## config.mk

```make
export PLATFORM = sky130hd
export DESIGN_NAME = modular_arithmetic_unit
export DESIGN_NICKNAME = d
export VERILOG_FILES = /design/src/rtl/mau_pkg.sv /design/src/rtl/mau_datapath.sv /design/src/rtl/mau_ctrl.sv /design/src/rtl/modular_arithmetic_unit.sv
export SDC_FILE = /design/constraint.sdc
export NUM_CORES = 2
export LEC_CHECK = 0
export BUFFER_PORTS_ARGS = -buffer_cell sky130_fd_sc_hd__buf_2
export CORE_MARGIN = 10
export CORE_UTILIZATION = 40
export CTS_BUF_LIST = sky130_fd_sc_hd__clkbuf_4
export CTS_CLUSTER_DIAMETER = 50
export DETAILED_ROUTE_END_ITERATION = 6
export GPL_ROUTABILITY_DRIVEN = 0
export SYNTH_ARGS = -nofsm -noshare
export SYNTH_HDL_FRONTEND = slang
export SYNTH_HIERARCHICAL = 1
export SYNTH_SLANG_ARGS = --single-unit
```

## constraint.sdc

```tcl
create_clock -name clk -period 17.8 [get_ports clk]
set_input_delay 1.78 -clock clk [delete_from_list [all_inputs] [get_ports clk]]
set_output_delay 1.78 -clock clk [all_outputs]
set_load 0.01 [all_outputs]
```

## src/rtl/mau_pkg.sv

```systemverilog
// Package: shared types, constants and command structs for the modular arithmetic unit.
package mau_pkg;

	localparam int unsigned MOD_W     = 31;
	localparam int unsigned OPB_W     = 63;
	localparam int unsigned ACT_W     = 3;
	localparam int unsigned EXP_BITS_DEF = 63;
	localparam logic [MOD_W-1:0] MODULUS_RESET = 31'd1000000007;

	localparam logic [ACT_W-1:0] ACT_ADD = 3'd0;
	localparam logic [ACT_W-1:0] ACT_SUB = 3'd1;
	localparam logic [ACT_W-1:0] ACT_MUL = 3'd2;
	localparam logic [ACT_W-1:0] ACT_POW = 3'd3;
	localparam logic [ACT_W-1:0] ACT_DIV = 3'd4;

	typedef enum logic [3:0] {
		ST_IDLE,
		ST_RED_A,
		ST_RED_B,
		ST_DISPATCH,
		ST_POW,
		ST_EUC,
		ST_INV_FIX,
		ST_MUL,
		ST_OUT
	} mau_state_t;

	// Datapath commands, one-hot where more than one could apply.
	typedef struct packed {
		logic load;       // capture the input transaction
		logic red_start;  // start a serial reduction
		logic red_sel_b;  // reduce operand b (else operand a)
		logic addsub;     // compute add or subtract result
		logic mul_start;  // start a modular multiply of a with b or with the inverse
		logic pow_start;  // prepare power loop
		logic pow_step;   // start the next power-loop product when the multiplier is idle
		logic euc_start;  // prepare Euclid
		logic euc_step;   // one Euclid step
		logic inv_fix;    // finish inverse
		logic zero_res;   // force zero result
		logic out_load;   // move result to output register
	} mau_cmd_t;

	typedef struct packed {
		logic red_done;
		logic mul_done;
		logic pow_last;
		logic euc_done;
		logic gcd_one;
		logic mod_small;
		logic [ACT_W-1:0] act;
	} mau_sts_t;

endpackage

```

## src/rtl/mau_datapath.sv

```systemverilog
// Datapath: serial reducer, shift-add modular multiplier, power and Euclid registers.
module mau_datapath import mau_pkg::*; #(
	parameter int unsigned EXP_BITS = EXP_BITS_DEF
) (
	input  logic                 clk,
	input  logic                 arst_n,
	input  mau_cmd_t             cmd,
	output mau_sts_t             sts,
	input  logic [MOD_W-1:0]     modulus,
	input  logic [ACT_W-1:0]     in_act,
	input  logic [MOD_W-1:0]     in_a,
	input  logic [OPB_W-1:0]     in_b,
	output logic [MOD_W-1:0]     res_q
);

	localparam int unsigned RCNT_W = $clog2(OPB_W + 1);
	localparam int unsigned ECNT_W = $clog2(EXP_BITS + 1);
	localparam int unsigned SW = MOD_W + 2;

	logic [ACT_W-1:0] act_q;
	logic [MOD_W-1:0] a_q;
	logic [OPB_W-1:0] b_q;
	logic [MOD_W-1:0] bred_q;

	// Bit-serial remainder: shifts the dividend in from the top, one bit a cycle.
	logic [OPB_W-1:0] rsh_q;
	logic [MOD_W:0]   rrem_q;
	logic [RCNT_W-1:0] rcnt_q;
	logic             rbusy_q;
	logic             rsel_b_q;
	logic [MOD_W+1:0] rtry;
	logic [MOD_W:0]   rnext;

	assign rtry  = {rrem_q, rsh_q[OPB_W-1]};
	assign rnext = (rtry >= {2'b0, modulus}) ? rtry[MOD_W:0] - {1'b0, modulus}
	                                         : rtry[MOD_W:0];

	// Shift-add multiplier: mx_q * my_q mod modulus, one multiplier bit a cycle.
	logic [MOD_W-1:0] acc_q;
	logic [MOD_W-1:0] mx_q;
	logic [MOD_W-1:0] my_q;
	logic [MOD_W-1:0] mp_q;
	logic [$clog2(MOD_W+1)-1:0] mcnt_q;
	logic             mbusy_q;
	logic [SW-1:0]    dbl;
	logic [SW-1:0]    dbl_r;
	logic [SW-1:0]    sum;
	logic [SW-1:0]    sum_r;

	assign dbl   = {1'b0, mp_q, 1'b0};
	assign dbl_r = (dbl >= {2'b0, modulus}) ? dbl - {2'b0, modulus} : dbl;
	assign sum   = dbl_r + {2'b0, mx_q};
	assign sum_r = (sum >= {2'b0, modulus}) ? sum - {2'b0, modulus} : sum;

	// Power state.
	logic [MOD_W-1:0] base_q;
	logic [OPB_W-1:0] exp_q;
	logic [ECNT_W-1:0] ecnt_q;
	logic             pphase_q;

	// Euclid state: signed coefficients do not exceed the modulus in magnitude.
	logic [MOD_W-1:0] r0_q, r1_q;
	logic signed [MOD_W+1:0] t0_q, t1_q;
	logic [MOD_W-1:0] qd_q;
	logic [MOD_W-1:0] qrem_q;
	logic [MOD_W-1:0] qsh_q;
	logic [$clog2(MOD_W+1)-1:0] qcnt_q;
	logic             qbusy_q;
	logic [MOD_W:0]   qtry;
	logic             qge;
	logic             euc_done_q;

	assign qtry = {qrem_q, qsh_q[MOD_W-1]};
	assign qge  = qtry >= {1'b0, r1_q};

	logic signed [2*MOD_W+3:0] qt_prod;
	assign qt_prod = $signed({1'b0, qd_q}) * t1_q;

	always_ff @(posedge clk or negedge arst_n) begin
		if (!arst_n) begin
			rbusy_q    <= 1'b0;
			mbusy_q    <= 1'b0;
			qbusy_q    <= 1'b0;
			euc_done_q <= 1'b0;
			rcnt_q     <= '0;
			mcnt_q     <= '0;
			qcnt_q     <= '0;
		end else begin
			if (cmd.red_start) begin
				rbusy_q  <= 1'b1;
				rcnt_q   <= cmd.red_sel_b ? RCNT_W'(OPB_W) : RCNT_W'(MOD_W);
				rrem_q   <= '0;
				rsel_b_q <= cmd.red_sel_b;
				rsh_q    <= cmd.red_sel_b ? b_q : {{(OPB_W-MOD_W){1'b0}}, a_q} << (OPB_W-MOD_W);
			end else if (rbusy_q) begin
				rrem_q <= rnext;
				rsh_q  <= rsh_q << 1;
				rcnt_q <= rcnt_q - 1'b1;
				if (rcnt_q == RCNT_W'(1)) begin
					rbusy_q <= 1'b0;
					if (rsel_b_q)
						bred_q <= rnext[MOD_W-1:0];
					else
						a_q <= rnext[MOD_W-1:0];
				end
			end

			if (cmd.load) begin
				act_q <= in_act;
				a_q   <= in_a;
				b_q   <= in_b;
			end

			if (cmd.addsub) begin
				if (act_q == ACT_ADD)
					res_q <= (({1'b0, a_q} + {1'b0, bred_q}) >= {1'b0, modulus})
						? MOD_W'({1'b0, a_q} + {1'b0, bred_q} - {1'b0, modulus})
						: MOD_W'({1'b0, a_q} + {1'b0, bred_q});
				else
					res_q <= (a_q >= bred_q) ? a_q - bred_q
						: MOD_W'({1'b0, a_q} + {1'b0, modulus} - {1'b0, bred_q});
			end
			if (cmd.zero_res)
				res_q <= '0;

			// Multiplier: ACT_MUL uses a*b, divide uses a*inverse.
			if (cmd.mul_start) begin
				mbusy_q <= 1'b1;
				mx_q    <= a_q;
				my_q    <= (act_q == ACT_MUL) ? bred_q : MOD_W'(t0_q);
				mp_q    <= '0;
				mcnt_q  <= $bits(mcnt_q)'(MOD_W);
			end else if (cmd.pow_start) begin
				acc_q    <= (modulus == MOD_W'(1)) ? '0 : MOD_W'(1);
				base_q   <= a_q;
				exp_q    <= b_q;
				ecnt_q   <= ECNT_W'(EXP_BITS);
				pphase_q <= 1'b0;
			end else if (cmd.pow_step && !mbusy_q) begin
				// Phase 0: acc*=base if bit set; phase 1: base*=base.
				mbusy_q <= 1'b1;
				mp_q    <= '0;
				mcnt_q  <= $bits(mcnt_q)'(MOD_W);
				if (!pphase_q) begin
					mx_q  <= exp_q[0] ? acc_q : '0;
					my_q  <= base_q;
				end else begin
					mx_q  <= base_q;
					my_q  <= base_q;
				end
			end else if (mbusy_q) begin
				mp_q   <= my_q[MOD_W-1] ? sum_r[MOD_W-1:0] : dbl_r[MOD_W-1:0];
				my_q   <= my_q << 1;
				mcnt_q <= mcnt_q - 1'b1;
				if (mcnt_q == $bits(mcnt_q)'(1)) begin
					mbusy_q <= 1'b0;
					if (act_q != ACT_POW)
						res_q <= my_q[MOD_W-1] ? sum_r[MOD_W-1:0] : dbl_r[MOD_W-1:0];
					else if (!pphase_q) begin
						if (exp_q[0])
							acc_q <= my_q[MOD_W-1] ? sum_r[MOD_W-1:0] : dbl_r[MOD_W-1:0];
						pphase_q <= 1'b1;
					end else begin
						base_q   <= my_q[MOD_W-1] ? sum_r[MOD_W-1:0] : dbl_r[MOD_W-1:0];
						pphase_q <= 1'b0;
						exp_q    <= exp_q >> 1;
						ecnt_q   <= ecnt_q - 1'b1;
						if (ecnt_q == ECNT_W'(1))
							res_q <= acc_q;
					end
				end
			end

			// Euclid: quotient by a serial divider, then one coefficient update.
			if (cmd.euc_start) begin
				r0_q       <= modulus;
				r1_q       <= bred_q;
				t0_q       <= '0;
				t1_q       <= (MOD_W+2)'(1);
				euc_done_q <= (bred_q == '0);
				qbusy_q    <= 1'b0;
			end else if (cmd.euc_step && !euc_done_q) begin
				if (!qbusy_q) begin
					qbusy_q <= 1'b1;
					qsh_q   <= r0_q;
					qrem_q  <= '0;
					qd_q    <= '0;
					qcnt_q  <= $bits(qcnt_q)'(MOD_W);
				end else if (qcnt_q != '0) begin
					qrem_q <= qge ? MOD_W'(qtry - {1'b0, r1_q}) : qtry[MOD_W-1:0];
					qd_q   <= {qd_q[MOD_W-2:0], qge};
					qsh_q  <= qsh_q << 1;
					qcnt_q <= qcnt_q - 1'b1;
				end else begin
					qbusy_q <= 1'b0;
					r0_q    <= r1_q;
					r1_q    <= qrem_q;
					t0_q    <= t1_q;
					t1_q    <= t0_q - (MOD_W+2)'(qt_prod);
					if (qrem_q == '0)
						euc_done_q <= 1'b1;
				end
			end
			if (cmd.inv_fix && t0_q < 0)
				t0_q <= t0_q + $signed({2'b0, modulus});
		end
	end

	assign sts.red_done  = !rbusy_q;
	assign sts.mul_done  = !mbusy_q;
	assign sts.pow_last  = (ecnt_q == '0);
	assign sts.euc_done  = euc_done_q;
	assign sts.gcd_one   = (r0_q == MOD_W'(1));
	assign sts.mod_small = (modulus < MOD_W'(2));
	assign sts.act       = act_q;

endmodule

```

## src/rtl/mau_ctrl.sv

```systemverilog
// Controller: sequences reduction, operation and output for one transaction.
module mau_ctrl import mau_pkg::*; (
	input  logic     clk,
	input  logic     arst_n,
	input  logic     in_fire,
	input  logic     out_busy,
	input  mau_sts_t sts,
	output mau_cmd_t cmd,
	output logic     busy,
	output logic     err_set
);

	mau_state_t state_q, state_d;
	logic       started_q, started_d;

	always_ff @(posedge clk or negedge arst_n) begin
		if (!arst_n) begin
			state_q   <= ST_IDLE;
			started_q <= 1'b0;
		end else begin
			state_q   <= state_d;
			started_q <= started_d;
		end
	end

	always_comb begin
		state_d   = state_q;
		started_d = started_q;
		cmd       = '0;
		err_set   = 1'b0;
		busy      = (state_q != ST_IDLE);
		case (state_q)
			ST_IDLE: begin
				if (in_fire) begin
					cmd.load  = 1'b1;
					state_d   = ST_RED_A;
					started_d = 1'b0;
				end
			end
			ST_RED_A: begin
				if (sts.mod_small) begin
					cmd.zero_res = 1'b1;
					state_d      = ST_OUT;
				end else if (!started_q) begin
					cmd.red_start = 1'b1;
					started_d     = 1'b1;
				end else if (sts.red_done) begin
					started_d = 1'b0;
					state_d   = ST_RED_B;
				end
			end
			ST_RED_B: begin
				if (!started_q) begin
					cmd.red_start = 1'b1;
					cmd.red_sel_b = 1'b1;
					started_d     = 1'b1;
				end else if (sts.red_done) begin
					started_d = 1'b0;
					state_d   = ST_DISPATCH;
				end
			end
			ST_DISPATCH: begin
				case (sts.act)
					ACT_ADD, ACT_SUB: begin
						cmd.addsub = 1'b1;
						state_d    = ST_OUT;
					end
					ACT_MUL: begin
						cmd.mul_start = 1'b1;
						state_d       = ST_MUL;
					end
					ACT_POW: begin
						cmd.pow_start = 1'b1;
						state_d       = ST_POW;
					end
					ACT_DIV: begin
						cmd.euc_start = 1'b1;
						state_d       = ST_EUC;
					end
					default: begin
						cmd.zero_res = 1'b1;
						state_d      = ST_OUT;
					end
				endcase
			end
			ST_POW: begin
				if (sts.pow_last && sts.mul_done)
					state_d = ST_OUT;
				else
					cmd.pow_step = 1'b1;
			end
			ST_EUC: begin
				if (sts.euc_done) begin
					if (sts.gcd_one) begin
						cmd.inv_fix = 1'b1;
						state_d     = ST_INV_FIX;
					end else begin
						cmd.zero_res = 1'b1;
						err_set      = 1'b1;
						state_d      = ST_OUT;
					end
				end else
					cmd.euc_step = 1'b1;
			end
			ST_INV_FIX: begin
				cmd.mul_start = 1'b1;
				state_d       = ST_MUL;
			end
			ST_MUL: begin
				if (sts.mul_done)
					state_d = ST_OUT;
			end
			ST_OUT: begin
				if (!out_busy) begin
					cmd.out_load = 1'b1;
					state_d      = ST_IDLE;
				end
			end
			default: state_d = ST_IDLE;
		endcase
	end

endmodule

```

## src/rtl/modular_arithmetic_unit.sv

```systemverilog
// Top level: modular add, subtract, multiply, power and divide.
//
//  channel   dir  handshake        content
//  s_axis    in   tvalid/tready    tdata: action, operand_a, operand_b
//  m_axis    out  tvalid/tready    tdata: result; tuser: error
//  cfg       in   cfg_we           modulus
//
// Power time is set by the bit-serial modular multiplier, two products per
// exponent bit. Divide runs Euclid with a bit-serial quotient. A finished
// result sits in the output register while the next transaction is taken;
// a second result waits in the datapath result register, with the controller
// held in its output state, until the receiver takes the first one. Reset is
// asynchronous and needs no clearing pass.
module modular_arithmetic_unit import mau_pkg::*; #(
	parameter int unsigned EXP_BITS = EXP_BITS_DEF
) (
	input  logic         clk,
	input  logic         arst_n,
	input  logic         s_axis_tvalid,
	output logic         s_axis_tready,
	input  logic [103:0] s_axis_tdata,  // action[2:0], operand_a[33:3], operand_b[96:34]
	output logic         m_axis_tvalid,
	input  logic         m_axis_tready,
	output logic [31:0]  m_axis_tdata,  // result[30:0]
	output logic         m_axis_tuser,  // error
	input  logic         cfg_we,
	input  logic [30:0]  cfg_wdata
);

	logic [MOD_W-1:0] modulus_q;
	logic [MOD_W-1:0] res;
	logic             err_q;
	logic             busy;
	logic             err_set;
	logic             ovalid_q;
	logic [MOD_W-1:0] ores_q;
	logic             oerr_q;
	logic [OPB_W-1:0] opb;
	mau_cmd_t         cmd;
	mau_sts_t         sts;

	// The power loop consumes only the low EXP_BITS exponent bits.
	assign opb = s_axis_tdata[96:34];

	assign s_axis_tready = !busy;

	always_ff @(posedge clk or negedge arst_n) begin
		if (!arst_n) begin
			modulus_q <= MODULUS_RESET;
			ovalid_q  <= 1'b0;
			err_q     <= 1'b0;
		end else begin
			if (cfg_we)
				modulus_q <= cfg_wdata;
			if (cmd.load)
				err_q <= 1'b0;
			if (err_set)
				err_q <= 1'b1;
			if (cmd.out_load) begin
				ovalid_q <= 1'b1;
				ores_q   <= res;
				oerr_q   <= err_q || err_set;
			end else if (m_axis_tvalid && m_axis_tready) begin
				ovalid_q <= 1'b0;
			end
		end
	end

	mau_ctrl u_ctrl (
		.clk      (clk),
		.arst_n   (arst_n),
		.in_fire  (s_axis_tvalid && s_axis_tready),
		.out_busy (ovalid_q && !m_axis_tready),
		.sts      (sts),
		.cmd      (cmd),
		.busy     (busy),
		.err_set  (err_set)
	);

	mau_datapath #(.EXP_BITS(EXP_BITS)) u_dp (
		.clk     (clk),
		.arst_n  (arst_n),
		.cmd     (cmd),
		.sts     (sts),
		.modulus (modulus_q),
		.in_act  (s_axis_tdata[2:0]),
		.in_a    (s_axis_tdata[33:3]),
		.in_b    (opb),
		.res_q   (res)
	);

	assign m_axis_tvalid = ovalid_q;
	assign m_axis_tdata  = {1'b0, ores_q};
	assign m_axis_tuser  = oerr_q;

endmodule

```

[Word level (Yosys, flattened, before mapping)]
Cells that the tools add are included.
Word-level totals
  output and inout port bits: 35
  input port bits: 140
  register bits after elaboration: 791
Operators by class
  add/subtract/negate cells: 16
  bitwise gates (word level): 3
  $mul: 1
  multiplexer cells: 167
  magnitude comparators: 8
  equal/unequal tests: 37
  reduce and logical (&&, ||, !) cells: 57
Operators with widths (number)
  31-bit 2-to-1 mux: 59
  63-bit 2-to-1 mux: 9
  33-bit 2-to-1 mux: 9
  31-bit subtractor: 5
  32-bit by 31-bit >= comparator with 1-bit output: 3
  33-bit by 31-bit >= comparator with 1-bit output: 2
  32-bit 2-to-1 mux: 2
  31-bit by 1-bit equality test with 1-bit output, second input constant: 2
  31-bit zero test: 2
  1-bit 2-to-1 mux: 54
  6-bit 2-to-1 mux: 8
  4-bit 2-to-1 mux: 11
  4-bit one-hot mux with 9 select lines: 1
  33-bit by 31-bit adder with 33-bit output: 1
  33-bit by 32-bit adder with 33-bit output: 1
  33-bit by 1-bit less-than comparator with 1-bit output, second input constant: 1
  32-bit by 33-bit multiplier with 33-bit output: 1
  32-bit by 31-bit subtractor with 33-bit output: 1
  33-bit subtractor: 1
  31-bit by 31-bit adder with 32-bit output: 1
  32-bit by 31-bit subtractor with 32-bit output: 1
  31-bit adder: 1
  31-bit >= comparator: 1
  31-bit by 2-bit less-than comparator with 1-bit output, second input constant: 1
  other kinds (41): 111

[Longest topological paths before layout]
  depth after elaboration: 14
  gate-level depth with buffers: 37
  mapped depth without buffers: 35

[By module]
The synthesis kept the hierarchy.
By module, submodules not included
  mau_datapath: instances 1, cells an instance 6829, area an instance 67513.5 um2
  modular_arithmetic_unit: instances 1, cells an instance 109, area an instance 2247.2 um2
  mau_ctrl: instances 1, cells an instance 82, area an instance 600.6 um2

[Least setup slack after synthesis]
OpenSTA, ideal clock, no wires.
  kind: register to register
  from: register modulus_q[1]
  to: register u_dp.mp_q[4] (data pin)
  arrival time: 7.639 ns
  clock period less this slack: 7.896 ns
  path slack: 9.904 ns
  buffers on the path: 2
  required time: 17.544 ns
  setup time: 0.256 ns
  stages on the path, launching flop included: 35
  cells stage by stage: dfstp_2 -> inv_1 -> ha_1 -> nor2b_1 -> o31a_1 -> o31ai_1 -> a21oi_1 -> o21ai_2 -> o211ai_1 -> clkbuf_1 -> clkbuf_1 -> o21ai_0 -> inv_1 -> ha_1 -> nor2b_1 -> o31a_1 -> o311a_1 -> o21ai_0 -> nand2b_1 -> a21oi_1 -> o21ai_0 -> a31oi_1 -> xnor2_1 -> ha_1 -> a21o_1 -> a211oi_1 -> nor2_1 -> a211oi_1 -> o221ai_1 -> o21ai_0 -> o211a_1 -> o21ai_4 -> mux2_1 -> or2_1 -> a22o_1
On the way
  cells in the longest elaborated chain, start to end: 9
Ends and longest elaborated chain
  from (decl): line modular_arithmetic_unit.sv:30  | logic [MOD_W-1:0] modulus_q;
  from (signal assigned): line modular_arithmetic_unit.sv:54  | modulus_q <= cfg_wdata;
  32-bit by 31-bit subtractor with 33-bit output or 32-bit by 31-bit >= comparator with 1-bit output (tied branches): line mau_datapath.sv:51  | assign dbl_r = (dbl >= {2'b0, modulus}) ? dbl - {2'b0, modulus} : dbl;
  33-bit 2-to-1 mux: line mau_datapath.sv:51
  33-bit by 31-bit adder with 33-bit output: line mau_datapath.sv:52  | assign sum = dbl_r + {2'b0, mx_q};
  31-bit subtractor or 33-bit by 31-bit >= comparator with 1-bit output (tied branches): line mau_datapath.sv:53  | assign sum_r = (sum >= {2'b0, modulus}) ? sum - {2'b0, modulus} : sum;
  31-bit 2-to-1 mux: line mau_datapath.sv:53
  31-bit 2-to-1 mux (*): line mau_datapath.sv:152  | mp_q <= my_q[MOD_W-1] ? sum_r[MOD_W-1:0] : dbl_r[MOD_W-1:0];
  31-bit 2-to-1 mux (*): line mau_datapath.sv:151  | end else if (mbusy_q) begin
  31-bit 2-to-1 mux (*): line mau_datapath.sv:139  | end else if (cmd.pow_step && !mbusy_q) begin
  31-bit 2-to-1 mux (*): line mau_datapath.sv:133  | end else if (cmd.pow_start) begin
  to (signal assigned): line mau_datapath.sv:152
  to (decl): line mau_datapath.sv:42  | logic [MOD_W-1:0] mp_q;
Every way passes the cells marked *; elsewhere a longest branch is shown, timed or not.
A chain may end at the register's enable or synchronous reset.

[Worst setup path after layout]
  from: register modulus_q[1]
  to: register u_dp.base_q[1] (data pin)
On the way
  cells in the longest elaborated chain, start to end: 12
Ends and longest elaborated chain
  32-bit by 31-bit subtractor with 33-bit output or 32-bit by 31-bit >= comparator with 1-bit output (tied branches): line mau_datapath.sv:51
  33-bit 2-to-1 mux: line mau_datapath.sv:51
  33-bit by 31-bit adder with 33-bit output: line mau_datapath.sv:52
  31-bit subtractor or 33-bit by 31-bit >= comparator with 1-bit output (tied branches): line mau_datapath.sv:53
  31-bit 2-to-1 mux: line mau_datapath.sv:53
  31-bit 2-to-1 mux (*): line mau_datapath.sv:164  | base_q <= my_q[MOD_W-1] ? sum_r[MOD_W-1:0] : dbl_r[MOD_W-1:0];
  31-bit 2-to-1 mux (*): line mau_datapath.sv:159  | else if (!pphase_q) begin
  31-bit 2-to-1 mux (*): line mau_datapath.sv:157  | if (act_q != ACT_POW)
  31-bit 2-to-1 mux (*): line mau_datapath.sv:155  | if (mcnt_q == $bits(mcnt_q)'(1)) begin
  31-bit 2-to-1 mux (*): line mau_datapath.sv:151
  31-bit 2-to-1 mux (*): line mau_datapath.sv:139
  31-bit 2-to-1 mux (*): line mau_datapath.sv:133
  to (signal assigned): line mau_datapath.sv:135  | base_q <= a_q;
  to (signal assigned): line mau_datapath.sv:164
  to (decl): line mau_datapath.sv:56  | logic [MOD_W-1:0] base_q;
Every way passes the cells marked *; elsewhere a longest branch is shown, timed or not. The select of a mux whose other input is x is not followed.

==> impl_metrics.toml <==
[global_routing]
grt_overflow = 0
antenna_found_initial = 21
grt_pass1_vias = 54100
grt_max_degree = 152
grt_usage = 0.232
grt_first_pass_wirelength_um = 342000

[setup_path]
arrival_ps = 11310
crit_slowest_cell = "a311oi_1"
cp_max_fo = 36
crit_required_ps = 18720
cp-start-kind = "register"
end_kind = "register"
cp_top_family = "compound AO/OA/AOI/OAI gates"
crit_buf_inv = 5
critPathMaxStageDelay_ps = 930
worstSetupPathType = "reg -> reg"

[synthesis]
synthMuxAreaShare = 0.0632
syn_area_per_cell_um2 = 10.0
ys_ff_latch = 791
synth-edff-count = 733
synth.cell_area_mm2 = 0.0704
syn-instance-count = 7020
async_reset_ff_frac = 0.0733
synth.yosys.seq_area_share = 0.334
yosys.area_share.simple = 0.145
synthDistinctLibCells = 102
yosys_warnings = 6
synth_top_family_by_area = "adder cells"
synthAdderAreaFrac = 0.230
synth_top_area_frac = 0.313
yosys-top-cells-area = "edfxtp_1 (31%), fa_1 (14%), ha_1 (8.5%)"
synth-xor-area-share = 0.0437
synth-compound-area-share = 0.126
synth_nets = 8149
synth_top_cells_by_count = "inv_1 (757), edfxtp_1 (733), fa_1 (509), nand2_1 (484), ha_1 (480)"
ys.flop_type = "edfxtp_1"
yosysMostFrequentCell = "inv_1"
yosys.area.top_type = "edfxtp_1"

[drt]
via_count = 54400
wl_um = 229000
wl_per_cell_um = 23.6
routed_via_density = 5.62
drt_iter0_markers = 4829
ant_nets = 0
drc = 5
dr.pass1.iters = 7

[clock_tree]
clock_path_buffers = 3
holdBufCountCts = 0
cts_root_buf = "clkbuf_4"
htree_levels = 4
cts_setup_buffers = 0
insertion_delay_ps = 1290
path_clk_slew_ps = 70
cts_resized = 0
numCtsBuffers = 215
cts_tree = "built"
cts_sinks = 791

[sta]
slew_viol_final = 0
final-hold-violation-count = 0
layout_min_cycle_time_ps = 10390
fin_skew_ps = 119
rsz0062_at_grt = "no"
setup_tns_ps = 0
min_period_over_period = 0.584
worst_pin_slew_ps = 1340
setup_viol = 0
slew_headroom = 0.104
max_freq_mhz = 96.3

[layout]
drive_gt1_frac = 0.130
synthToLayoutAreaGrowth_pct = 8.77
fin_nets = 8301

[floorplanning]
die-area_mm2 = 0.193
initial_core_util = 0.403
io_pins = 175
rows = 153
core_mm2 = 0.174
die_h_um = 439
die_x_um = 439

[hold_path]
hp-class = "reg -> reg"

[run]
cap_violations = 0

[run_status]
status = "finished with violations"
failed_checks = "DRC"

[placed_design]
io_buffer_count = 166
dp_hpwl_um = 173000
-- worst register-to-register path, delay by kind of cell (launching register included) --
kind	cells	cell delay, ps
adder cells (fa/ha/maj)	4	1190
buffers and inverters	5	1090
XOR/XNOR	1	180
multiplexers	1	190
flip-flops	1	860
AND/OR/NAND/NOR	6	670
AO/OA/AOI/OAI	19	5880
-- sequential cells by signal, summed over array words and instances, names as in the netlist, 32 cells and up --
register / flops
u_dp/b_q: 63
u_dp/exp_q: 63
u_dp/rrem_q: 32
u_dp/rsh_q: 63
u_dp/t0_q: 33
u_dp/t1_q: 33
-- kinds of logic after synthesis --
group	Yosys count
simple gates	2031
compound gates	1378
buf+inv	1068
fa+ha+maj	989
flops	791
mux	411
xor+xnor	351
other cells	1
-- layout by cell type, fill, tap and decap left out, types with 234 or more instances in the layout --
cell	instances
fa_1	509
ha_1	480
a21oi_1	401
and2_1	468
xnor2_1	234
inv_1	757
clkbuf_4	320
o21ai_0	318
nand2_1	484
nor2_1	445
edfxtp_1	733
mux2_2	252
-- through the flow --
step | setup slack, ps | hold slack [ps] | area (µm²) | utilization | cells
final | 7410 | 461 | 76500 | 0.439 | 9688
after detailed placement | 7670 | 446 | 73600 | 0.422 | 9280
after global routing | 6940 | 468 | 76500 | 0.439 | 9680
after CTS | 7640 | 424 | 76500 | 0.439 | 9673
after floorplan | 9900 | 426 | 70400 | - | 7020
after global placement | 7760 | 445 | 73600 | 0.422 | 9280
-- final timing paths --
path | from | to | slack (ps) | cells past startpoint
max in group asynchronous | arst_n | u_dp/qbusy_q$_DFFE_PN0N_ | 15730 | 2
hold / removal | u_dp/res_q[3]$_DFFE_PP_ | ores_q[3]$_DFFE_PP_ | 460 | 0
setup / recovery | modulus_q[1]$_DFFE_PN1P_ | u_dp/base_q[1]$_DFFE_PP_ | 7410 | 36
hold reg to reg | u_dp/res_q[3]$_DFFE_PP_ | ores_q[3]$_DFFE_PP_ | 460 | 0
setup reg to reg | modulus_q[1]$_DFFE_PN1P_ | u_dp/base_q[1]$_DFFE_PP_ | 7410 | 36
min in group asynchronous | arst_n | u_dp/euc_done_q$_DFFE_PN0P_ | 540 | 1
-- per-layer routing --
layer	share of wire	vias to the layer above	GRT usage
met5	0.00032	-	0
met4	0.066	10	0.138
met3	0.076	501	0.0438
met2	0.44	2212	0.361
met1	0.41	26900	0.302
li1	-	24800	-
-- area by class of cell --
cell class / instances / area, µm²
Fill cell: 16600 / 97900
Multi-Input combinational cell: 5161 / 42900
Sequential cell: 791 / 23500
Tap cell: 2325 / 2910
Inverter: 761 / 2860
Clock buffer: 320 / 2400
Timing Repair Buffer: 242 / 1420
Clock inverter: 73 / 478
Antenna cell: 15 / 37.5
Power is left out: the tool's default activity adds up to more than one toggle a clock period on the data nets, which glitch-free logic cannot reach.
